### config.mk
export PLATFORM = sky130hd
export DESIGN_NAME = skvenv_cell
export DESIGN_NICKNAME = d
export VERILOG_FILES = /design/src/sv/skvenv_pkg.sv /design/src/sv/skvenv_cell.sv
export SDC_FILE = /design/constraint.sdc
export NUM_CORES = 1
export LEC_CHECK = 0
export BUFFER_PORTS_ARGS = -buffer_cell sky130_fd_sc_hd__buf_2
export CORE_AREA = 4 4 231 233
export CTS_CLUSTER_SIZE = 8
export DETAILED_ROUTE_END_ITERATION = 6
export DIE_AREA = 0 0 235 237
export PLACE_DENSITY_LB_ADDON = 0.1
export SETUP_SLACK_MARGIN = 0.15
export SLEW_MARGIN = 25
export SYNTH_ARGS = -nofsm -noshare
export SYNTH_HDL_FRONTEND = slang
export SYNTH_SLANG_ARGS = --single-unit
### constraint.sdc
create_clock -name clk -period 9.55 [get_ports clk]
set_input_delay 1.4325 -clock clk [delete_from_list [all_inputs] [get_ports clk]]
set_output_delay 1.4325 -clock clk [all_outputs]
set_load 0.05 [all_outputs]
### src/sv/skvenv_pkg.sv
package skvenv_pkg;

  localparam int NUM_ENVIRONMENTS_DEF = 4;
  localparam int ENTRIES_PER_ENV_DEF  = 16;
  localparam int KEY_WIDTH_DEF        = 32;
  localparam int VALUE_WIDTH          = 64;
  localparam int MAX_RESULTS          = 16;
  localparam int IN_DATA_WIDTH        = 112;
  localparam int OUT_DATA_WIDTH       = 112;

  localparam logic [2:0] ACT_GET   = 3'd0;
  localparam logic [2:0] ACT_SET   = 3'd1;
  localparam logic [2:0] ACT_UNSET = 3'd2;
  localparam logic [2:0] ACT_CLONE = 3'd3;
  localparam logic [2:0] ACT_DUMP  = 3'd4;

  localparam logic [1:0] ST_OK       = 2'd0;
  localparam logic [1:0] ST_NOT_LIVE = 2'd1;
  localparam logic [1:0] ST_FULL     = 2'd2;
  localparam logic [1:0] ST_NO_FREE  = 2'd3;

  typedef enum logic [2:0] {
    CELL_NONE,
    CELL_UPDATE,
    CELL_INSERT,
    CELL_ERASE,
    CELL_CLONE,
    CELL_LOAD_DUMP,
    CELL_SHIFT_DUMP
  } cell_op_t;

  // Compare flags that each cell registers for the addressed environment.
  typedef struct packed {
    logic lt;
    logic eq;
  } cell_flags_t;

endpackage

### src/sv/skvenv_cell.sv
module skvenv_cell #(
  parameter int NUM_ENVIRONMENTS = skvenv_pkg::NUM_ENVIRONMENTS_DEF,
  parameter int ENTRIES_PER_ENV  = skvenv_pkg::ENTRIES_PER_ENV_DEF,
  parameter int KEY_WIDTH        = skvenv_pkg::KEY_WIDTH_DEF,
  parameter int IDX              = 0,
  localparam int IW = (NUM_ENVIRONMENTS > 1) ? $clog2(NUM_ENVIRONMENTS) : 1
) (
  input  logic                                    clk,
  input  logic                                    rst_n,
  input  skvenv_pkg::cell_op_t                    op,
  input  logic [IW-1:0]                           env,
  input  logic [IW-1:0]                           dst_env,
  input  logic [$clog2(ENTRIES_PER_ENV+1)-1:0]    cnt,
  input  logic [KEY_WIDTH-1:0]                    key,
  input  logic [skvenv_pkg::VALUE_WIDTH-1:0]      value,
  input  logic                                    left_lt,
  input  logic [KEY_WIDTH-1:0]                    left_key,
  input  logic [skvenv_pkg::VALUE_WIDTH-1:0]      left_value,
  input  logic [KEY_WIDTH-1:0]                    right_key,
  input  logic [skvenv_pkg::VALUE_WIDTH-1:0]      right_value,
  input  logic [KEY_WIDTH-1:0]                    right_dump_key,
  input  logic [skvenv_pkg::VALUE_WIDTH-1:0]      right_dump_value,
  output skvenv_pkg::cell_flags_t                 flags,
  output logic [KEY_WIDTH-1:0]                    cur_key,
  output logic [skvenv_pkg::VALUE_WIDTH-1:0]      cur_value,
  output logic [KEY_WIDTH-1:0]                    dump_key,
  output logic [skvenv_pkg::VALUE_WIDTH-1:0]      dump_value
);

  localparam int CW = $clog2(ENTRIES_PER_ENV+1);
  localparam logic [CW-1:0] MY_IDX = CW'(IDX);

  logic [KEY_WIDTH-1:0]               key_r [NUM_ENVIRONMENTS];
  logic [skvenv_pkg::VALUE_WIDTH-1:0] val_r [NUM_ENVIRONMENTS];
  skvenv_pkg::cell_flags_t            flags_r;
  logic [KEY_WIDTH-1:0]               dkey_r;
  logic [skvenv_pkg::VALUE_WIDTH-1:0] dval_r;
  logic                               occ;

  assign cur_key    = key_r[env];
  assign cur_value  = val_r[env];
  assign occ        = MY_IDX < cnt;
  assign flags      = flags_r;
  assign dump_key   = dkey_r;
  assign dump_value = dval_r;

  always_ff @(posedge clk) begin
    if (!rst_n) begin
      flags_r <= '0;
    end else begin
      flags_r.lt <= occ && (cur_key < key);
      flags_r.eq <= occ && (cur_key == key);
    end
  end

  // Sorted order makes the lt flags a prefix: cells at or past the insert
  // point shift right, and the one whose left neighbor is still below takes the key.
  always_ff @(posedge clk) begin
    unique case (op)
      skvenv_pkg::CELL_UPDATE: begin
        if (flags_r.eq) val_r[env] <= value;
      end
      skvenv_pkg::CELL_INSERT: begin
        if (!flags_r.lt) begin
          if (left_lt) begin
            key_r[env] <= key;
            val_r[env] <= value;
          end else begin
            key_r[env] <= left_key;
            val_r[env] <= left_value;
          end
        end
      end
      skvenv_pkg::CELL_ERASE: begin
        if (!flags_r.lt) begin
          key_r[env] <= right_key;
          val_r[env] <= right_value;
        end
      end
      skvenv_pkg::CELL_CLONE: begin
        key_r[dst_env] <= cur_key;
        val_r[dst_env] <= cur_value;
      end
      skvenv_pkg::CELL_LOAD_DUMP: begin
        dkey_r <= cur_key;
        dval_r <= cur_value;
      end
      skvenv_pkg::CELL_SHIFT_DUMP: begin
        dkey_r <= right_dump_key;
        dval_r <= right_dump_value;
      end
      default: begin
      end
    endcase
  end

endmodule

# Yosys cells after proc, flatten, opt, wreduce, memory -nomap -nowiden
# Memories as Yosys holds them, arrays and structs flattened.
# Index checks and enable logic that the tools add are counted.
totals:
  regBits: 98
  ramBits: 384
  inputBits: 399
  mem_count: 2
mem_list:
  columns: ["memory", "depth", "width", "read_ports", "rd_ports_with_merged_regs", "wr", "line", "text"]
  rows:
  - ["val_r", 4, 64, 1, 0, 1, "skvenv_cell.sv:34", "logic [skvenv_pkg::VALUE_WIDTH-1:0] val_r [NUM_ENVIRONMENTS];"]
  - ["key_r", 4, 32, 1, 0, 1, "skvenv_cell.sv:33", "logic [KEY_WIDTH-1:0] key_r [NUM_ENVIRONMENTS];"]
op_classes:
  order_cmp: 2
  n_eq_ne: 7
  mux: 29
  n_bitwise: 5
  reduce_logical: 5
op_table:
  columns: ["op", "count"]
  rows:
  - ["$mux W64", 4]
  - ["$pmux W64 S2", 1]
  - ["$mux W32", 3]
  - ["$pmux W32 S2", 1]
  - ["$reduce_or A64 Y1", 1]
  - ["$eq A32 B32 Y1", 1]
  - ["$lt A32 B32 Y1", 1]
  - ["$reduce_or A32 Y1", 1]
  - ["$mux W1", 18]
  - ["$eq A3 B3 Y1 const B", 3]
  - ["$eq A3 B2 Y1 const B", 2]
  - ["$lt A1 B5 Y1 const A", 1]
  - ["$or A1 B1 Y1", 5]
  - ["$mux W2", 2]
  - ["$eq A3 B1 Y1 const B", 1]
  - ["$logic_and A1 B1 Y1", 2]
  - ["$reduce_bool A2 Y1", 1]

# Depth between registers and ports, before layout
logic_depth:
  ltp_word: 8
  mapped_depth: 10

# Worst setup path before layout
# No wires, ideal clock.
synth_path:
  kind: "input to register"
  start: "input op[0]"
  end: "memory val_r[1][0] in the netlist's numbering, enable pin"
  setup_time_ps: 565
  arrival_time_ps: 6634
  required_ps: 8985
  slack_ps: 2351
  stages: 4
  path_buffers: 0
  path_cell_list: "nand2b_1 -> nor2_2 -> mux2_2 -> nor3_1"
synth_between:
  elab_chain_len: 7
  elab_cells_between_ends: 20
  cone_classes: "4 x eq/ne; 12 x mux; 3 x bitwise; 1 x reduce/logical"
synth_rtl:
  columns: ["element", "line", "text"]
  rows:
  - ["from (decl)", "skvenv_cell.sv:10", "input skvenv_pkg::cell_op_t op,"]
  - ["$eq A3 B1 Y1 / $eq A3 B2 Y1 (equally long branches)", "skvenv_cell.sv:59", "unique case (op)"]
  - ["$mux W1", "skvenv_cell.sv:59", null]
  - ["$mux W1, on equally long branches", "skvenv_cell.sv:61, skvenv_cell.sv:67", null]
  - ["$or A1 B1 Y1 (no line) (3 in a row)", null, null]
  - ["$mux W1 (no line)", null, null]
  - ["to (decl)", "skvenv_cell.sv:34", null]
# Parallel ways exist; a longest one is shown, timed or not.

# Worst setup path in the final report
layout_path:
  start: "input env[0]"
  end: "output cur_key[10]"
layout_between:
  elab_chain_len: 1
layout_rtl:
  columns: ["element", "line", "text"]
  rows:
  - ["from (decl)", "skvenv_cell.sv:11", "input logic [IW-1:0] env,"]
  - ["$mem_v2 Z4 W32", null, null]
  - ["to (decl)", "skvenv_cell.sv:24", "output logic [KEY_WIDTH-1:0] cur_key,"]
# No other way between the ends.

==> metrics.txt <==
# TYPE chip_impl_metric gauge
chip_impl_metric{name="synth.avg_cell_area",unit="um^2"} 18.0
chip_impl_metric{name="postRouteWirelength",unit="um"} 62300
chip_impl_metric{name="syn_inst_count",unit=""} 1179
chip_impl_metric{name="use_met3",unit="%"} 4.50
chip_impl_metric{name="grt_pass1_wl",unit="um"} 92100
chip_impl_metric{name="dr_iter_0_viols",unit=""} 889
chip_impl_info{name="clk_root_buffer_cell",value="sky130_fd_sc_hd__clkbuf_16"} 1
chip_impl_info{name="grt_setup_unrepaired",value="false"} 1
chip_impl_metric{name="maximum_number_of_pins_on_one_net_before_global_route_repair",unit=""} 69
chip_impl_metric{name="syn_to_final_growth",unit="%"} 26.4
chip_impl_metric{name="cellPowerDensity",unit="mW/mm^2"} 203
chip_impl_metric{name="worst_path_arrival_time",unit="ns"} 3.92
chip_impl_metric{name="die_y",unit="um"} 237
chip_impl_metric{name="vias",unit=""} 13600
chip_impl_metric{name="clock_insertion_delay_worst_skew",unit="ns"} 0.57
chip_impl_metric{name="power.ir.vdd_worst",unit="mV"} 0.103
chip_impl_metric{name="tritoncts.num_buffers",unit=""} 70
chip_impl_metric{name="finalSetupViolCount",unit=""} 0
chip_impl_info{name="gr-max-usage-layer",value="met2"} 1
chip_impl_metric{name="post-route-drc-count",unit=""} 0
chip_impl_metric{name="slew_headroom",unit="%"} 34.7
chip_impl_metric{name="total_power",unit="W"} 0.00545
chip_impl_info{name="prevailing_post_synth_register_cell",value="sky130_fd_sc_hd__edfxtp_1"} 1
chip_impl_metric{name="seq_area_frac_synth",unit="%"} 68.1
chip_impl_metric{name="grt_antenna_before_repair",unit=""} 9
chip_impl_metric{name="r2r_setup_slack",unit="ns"} 6.44
chip_impl_metric{name="drtPass1Iterations",unit=""} 5
chip_impl_metric{name="clk_path_buf_depth",unit=""} 3
chip_impl_metric{name="tightestPinTransition",unit="ns"} 0.979
chip_impl_metric{name="ffs_w_async_s_r_synth",unit="%"} 0
chip_impl_info{name="worstHoldEndpoint",value="dump_value[6]"} 1
chip_impl_metric{name="ff_to_ff_path_depth",unit=""} 4
chip_impl_metric{name="nNetsFinal",unit=""} 2218
chip_impl_info{name="worst_r2r_startpoint",value="flags[1]"} 1
chip_impl_metric{name="fmax",unit="GHz"} 0.187
chip_impl_metric{name="cp_max_fo",unit=""} 59
chip_impl_metric{name="synth.distinct_cells",unit=""} 40
chip_impl_metric{name="drt-vias-per-instance",unit=""} 5.45
chip_impl_metric{name="synth_top_area_share",unit="%"} 67.9
chip_impl_metric{name="synthesis_warning_total",unit=""} 0
chip_impl_metric{name="hold_path_depth",unit=""} 2
chip_impl_metric{name="mappedNetlistArea",unit="mm^2"} 0.0212
chip_impl_metric{name="globalplace.congestion",unit=""} 0.806
chip_impl_info{name="r2r_end",value="val_r[3][35]"} 1
chip_impl_metric{name="cts_repair_resize_count",unit=""} 0
chip_impl_metric{name="finalClockSkew",unit="ns"} 0.0153
chip_impl_metric{name="cts.sinks",unit=""} 482
chip_impl_info{name="hp-start",value="val_r[2][6]"} 1
chip_impl_metric{name="worstPathRequired",unit="ns"} 8.12
chip_impl_metric{name="cts.hold.buffers_added",unit=""} 0
chip_impl_metric{name="placedInstanceArea",unit="mm^2"} 0.0249
chip_impl_metric{name="postCtsSetupBuffers",unit=""} 0
chip_impl_info{name="element_type_at_the_critical_path_end",value="output port"} 1
chip_impl_metric{name="detail-route-antenna-nets",unit=""} 0
chip_impl_metric{name="groute.layer.met2.usage",unit="%"} 37.1
chip_impl_metric{name="cap_viol_max_count",unit=""} 0
chip_impl_metric{name="dieWidth",unit="um"} 235
chip_impl_metric{name="design.core.area",unit="mm^2"} 0.0512
chip_impl_metric{name="boundaryPins",unit=""} 593
chip_impl_metric{name="final_core_util",unit="%"} 52.4
chip_impl_metric{name="wl_per_cell",unit="um"} 25.0
chip_impl_metric{name="finalInstanceArea",unit="mm^2"} 0.0268
chip_impl_metric{name="vias_in_the_first_global_route",unit=""} 14700
chip_impl_metric{name="final_layout_size_suffix_gt1_share",unit="%"} 49.6
chip_impl_metric{name="synth-edff-count",unit=""} 480
chip_impl_metric{name="synthesized_flop_and_latch_total",unit=""} 482
chip_impl_metric{name="hold_viol",unit=""} 0
chip_impl_metric{name="power.static_leakage",unit="nW"} 10.6
chip_impl_metric{name="floorplan.die_area",unit="mm^2"} 0.0557
chip_impl_metric{name="tns",unit="ns"} 0
chip_impl_metric{name="detailed_place_hpwl",unit="um"} 42500
chip_impl_info{name="synth.top_cells.by_area",value="sky130_fd_sc_hd__edfxtp_1, sky130_fd_sc_hd__mux4_2, sky130_fd_sc_hd__mux2_2"} 1
chip_impl_metric{name="globalRouteTotalUtil",unit="%"} 21.7
chip_impl_metric{name="cts.htree.levels",unit=""} 3
chip_impl_info{name="path_class",value="in -> out"} 1
chip_impl_info{name="critPathLaunchType",value="primary input"} 1
chip_impl_metric{name="final-max-slew-violation-count",unit=""} 0
chip_impl_info{name="status",value="finished clean"} 1
chip_impl_info{name="yosys-top-cells-count",value="sky130_fd_sc_hd__edfxtp_1, sky130_fd_sc_hd__mux2i_1, sky130_fd_sc_hd__mux2_2"} 1
chip_impl_info{name="post-synth-top-area-cell",value="sky130_fd_sc_hd__edfxtp_1"} 1
chip_impl_metric{name="finalCritPeriodShare",unit="%"} 56.0
chip_impl_metric{name="period_minus_slack",unit="ns"} 5.35
chip_impl_metric{name="syn-num-nets",unit=""} 1610
chip_impl_info{name="synth_most_common_cell",value="sky130_fd_sc_hd__edfxtp_1"} 1
chip_impl_metric{name="fin_worst_hold_slack",unit="ns"} 0.816
chip_impl_metric{name="residual_overflow_from_global_routing",unit=""} 0
chip_impl_info{name="cts_tree",value="built"} 1
chip_impl_metric{name="numPortBuffers",unit=""} 592
chip_impl_metric{name="rows",unit=""} 83
chip_impl_metric{name="gr_layer_usage_met1",unit="%"} 27.8
chip_impl_metric{name="initial_core_utilization",unit="%"} 41.4
chip_impl_metric{name="cts_clock_pin_slew_for_the_worst_setup_and_hold_paths",unit="ns"} 0.05
chip_impl_info{name="min_path_type",value="reg -> reg"} 1
## critical path, stage by stage
cell                     delay, ns
sky130_fd_sc_hd__buf_6        0.61
sky130_fd_sc_hd__buf_4        0.78
sky130_fd_sc_hd__mux4_2       0.70
sky130_fd_sc_hd__buf_2        0.26
## cells by family (layout without fill, tap and decap cells)
logic type	Yosys count	in the layout	share of synthesized area, %
compound gates	217	217	6.46
fa+ha+maj	32	32	1.89
xor+xnor	1	1	0.0413
other cells	0	8	0
flops	482	482	68.1
simple gates	50	50	1.23
mux	291	291	20.0
buf+inv	106	733	2.31
## per-layer routing
| metal | wire length (um) | part of all wire, % | vias to the layer above |
|---|---|---|---|
| met2 | 31800 | 51 | 520 |
| met4 | 1380 | 2.2 | 4 |
| met1 | 25500 | 41 | 6912 |
| met3 | 3670 | 5.9 | 94 |
| li1 | - | - | 6067 |
| met5 | 22 | 0.035 | - |
## cell type report
| class | instances | area (um^2) |
|---|---|---|
| fill | 4279 | 24400 |
| sequential | 482 | 14500 |
| multi-input combinational | 591 | 6340 |
| timing repair buffer | 610 | 3130 |
| clock buffer | 85 | 1850 |
| tap | 680 | 851 |
| inverter | 32 | 120 |
| clock inverter | 6 | 51.3 |
| antenna | 8 | 20.0 |
## worst max path at each step
| stage | start | to | slack [ns] | cells after the start |
|---|---|---|---|---|
| after floorplan | op[0] | val_r[1][0] | 2.35 | 4 |
| after global placement | env[0] | cur_key[20] | 4.10 | 4 |
| after detailed placement | env[0] | flags[1] | 4.04 | 9 |
| after CTS | env[0] | cur_key[10] | 4.10 | 4 |
| after global routing | env[0] | cur_key[11] | 3.95 | 4 |
| final | env[0] | cur_key[10] | 4.20 | 4 |
## registers in the layout, summed over array words and instances (netlist names)
register,flops
val_r,256
dump_key,32
key_r,128
dump_value,64
flags,2
## metrics by stage
stage | setup WS, ns | std cells
2_1_floorplan | 2.35 | 1179
3_3_place_gp | 4.10 | 2394
3_5_place_dp | 4.04 | 2394
4_1_cts | 4.10 | 2485
5_1_grt | 3.95 | 2493
6_report | 4.20 | 2494
## cells in the final DEF, fill, tap and decap left out, types with 3 or more instances in the layout
| cell type | Yosys | final |
|---|---|---|
| sky130_fd_sc_hd__nand2_1 | 7 | 5 |
| sky130_fd_sc_hd__buf_4 | 1 | 18 |
| sky130_fd_sc_hd__edfxtp_1 | 480 | 480 |
| sky130_fd_sc_hd__a21oi_1 | 12 | 12 |
| sky130_fd_sc_hd__mux4_2 | 96 | 96 |
| sky130_fd_sc_hd__diode_2 | 0 | 8 |
| sky130_fd_sc_hd__mux2i_1 | 98 | 98 |
| sky130_fd_sc_hd__a22oi_1 | 95 | 95 |
| sky130_fd_sc_hd__o21ai_1 | 95 | 95 |
| sky130_fd_sc_hd__nand4_1 | 8 | 8 |
| sky130_fd_sc_hd__buf_2 | 46 | 590 |
| sky130_fd_sc_hd__nor2_4 | 0 | 3 |
| sky130_fd_sc_hd__nor2_1 | 14 | 8 |
| sky130_fd_sc_hd__clkbuf_1 | 17 | 13 |
| sky130_fd_sc_hd__mux2_2 | 97 | 97 |
| sky130_fd_sc_hd__nand3_1 | 6 | 6 |
| sky130_fd_sc_hd__inv_6 | 0 | 3 |
| sky130_fd_sc_hd__nor2_2 | 1 | 4 |
| sky130_fd_sc_hd__clkbuf_16 | 0 | 72 |
| sky130_fd_sc_hd__inv_1 | 32 | 32 |
| sky130_fd_sc_hd__ha_1 | 32 | 32 |
| sky130_fd_sc_hd__a21o_1 | 5 | 5 |
## report_power, final
part           switching, W  total, W  internal (W)
combinational      0.000528  0.000770      0.000242
sequential        0.0000188   0.00249       0.00247
clock              0.000846   0.00219       0.00134
No activity file was read; power rests on OpenSTA's default activity.
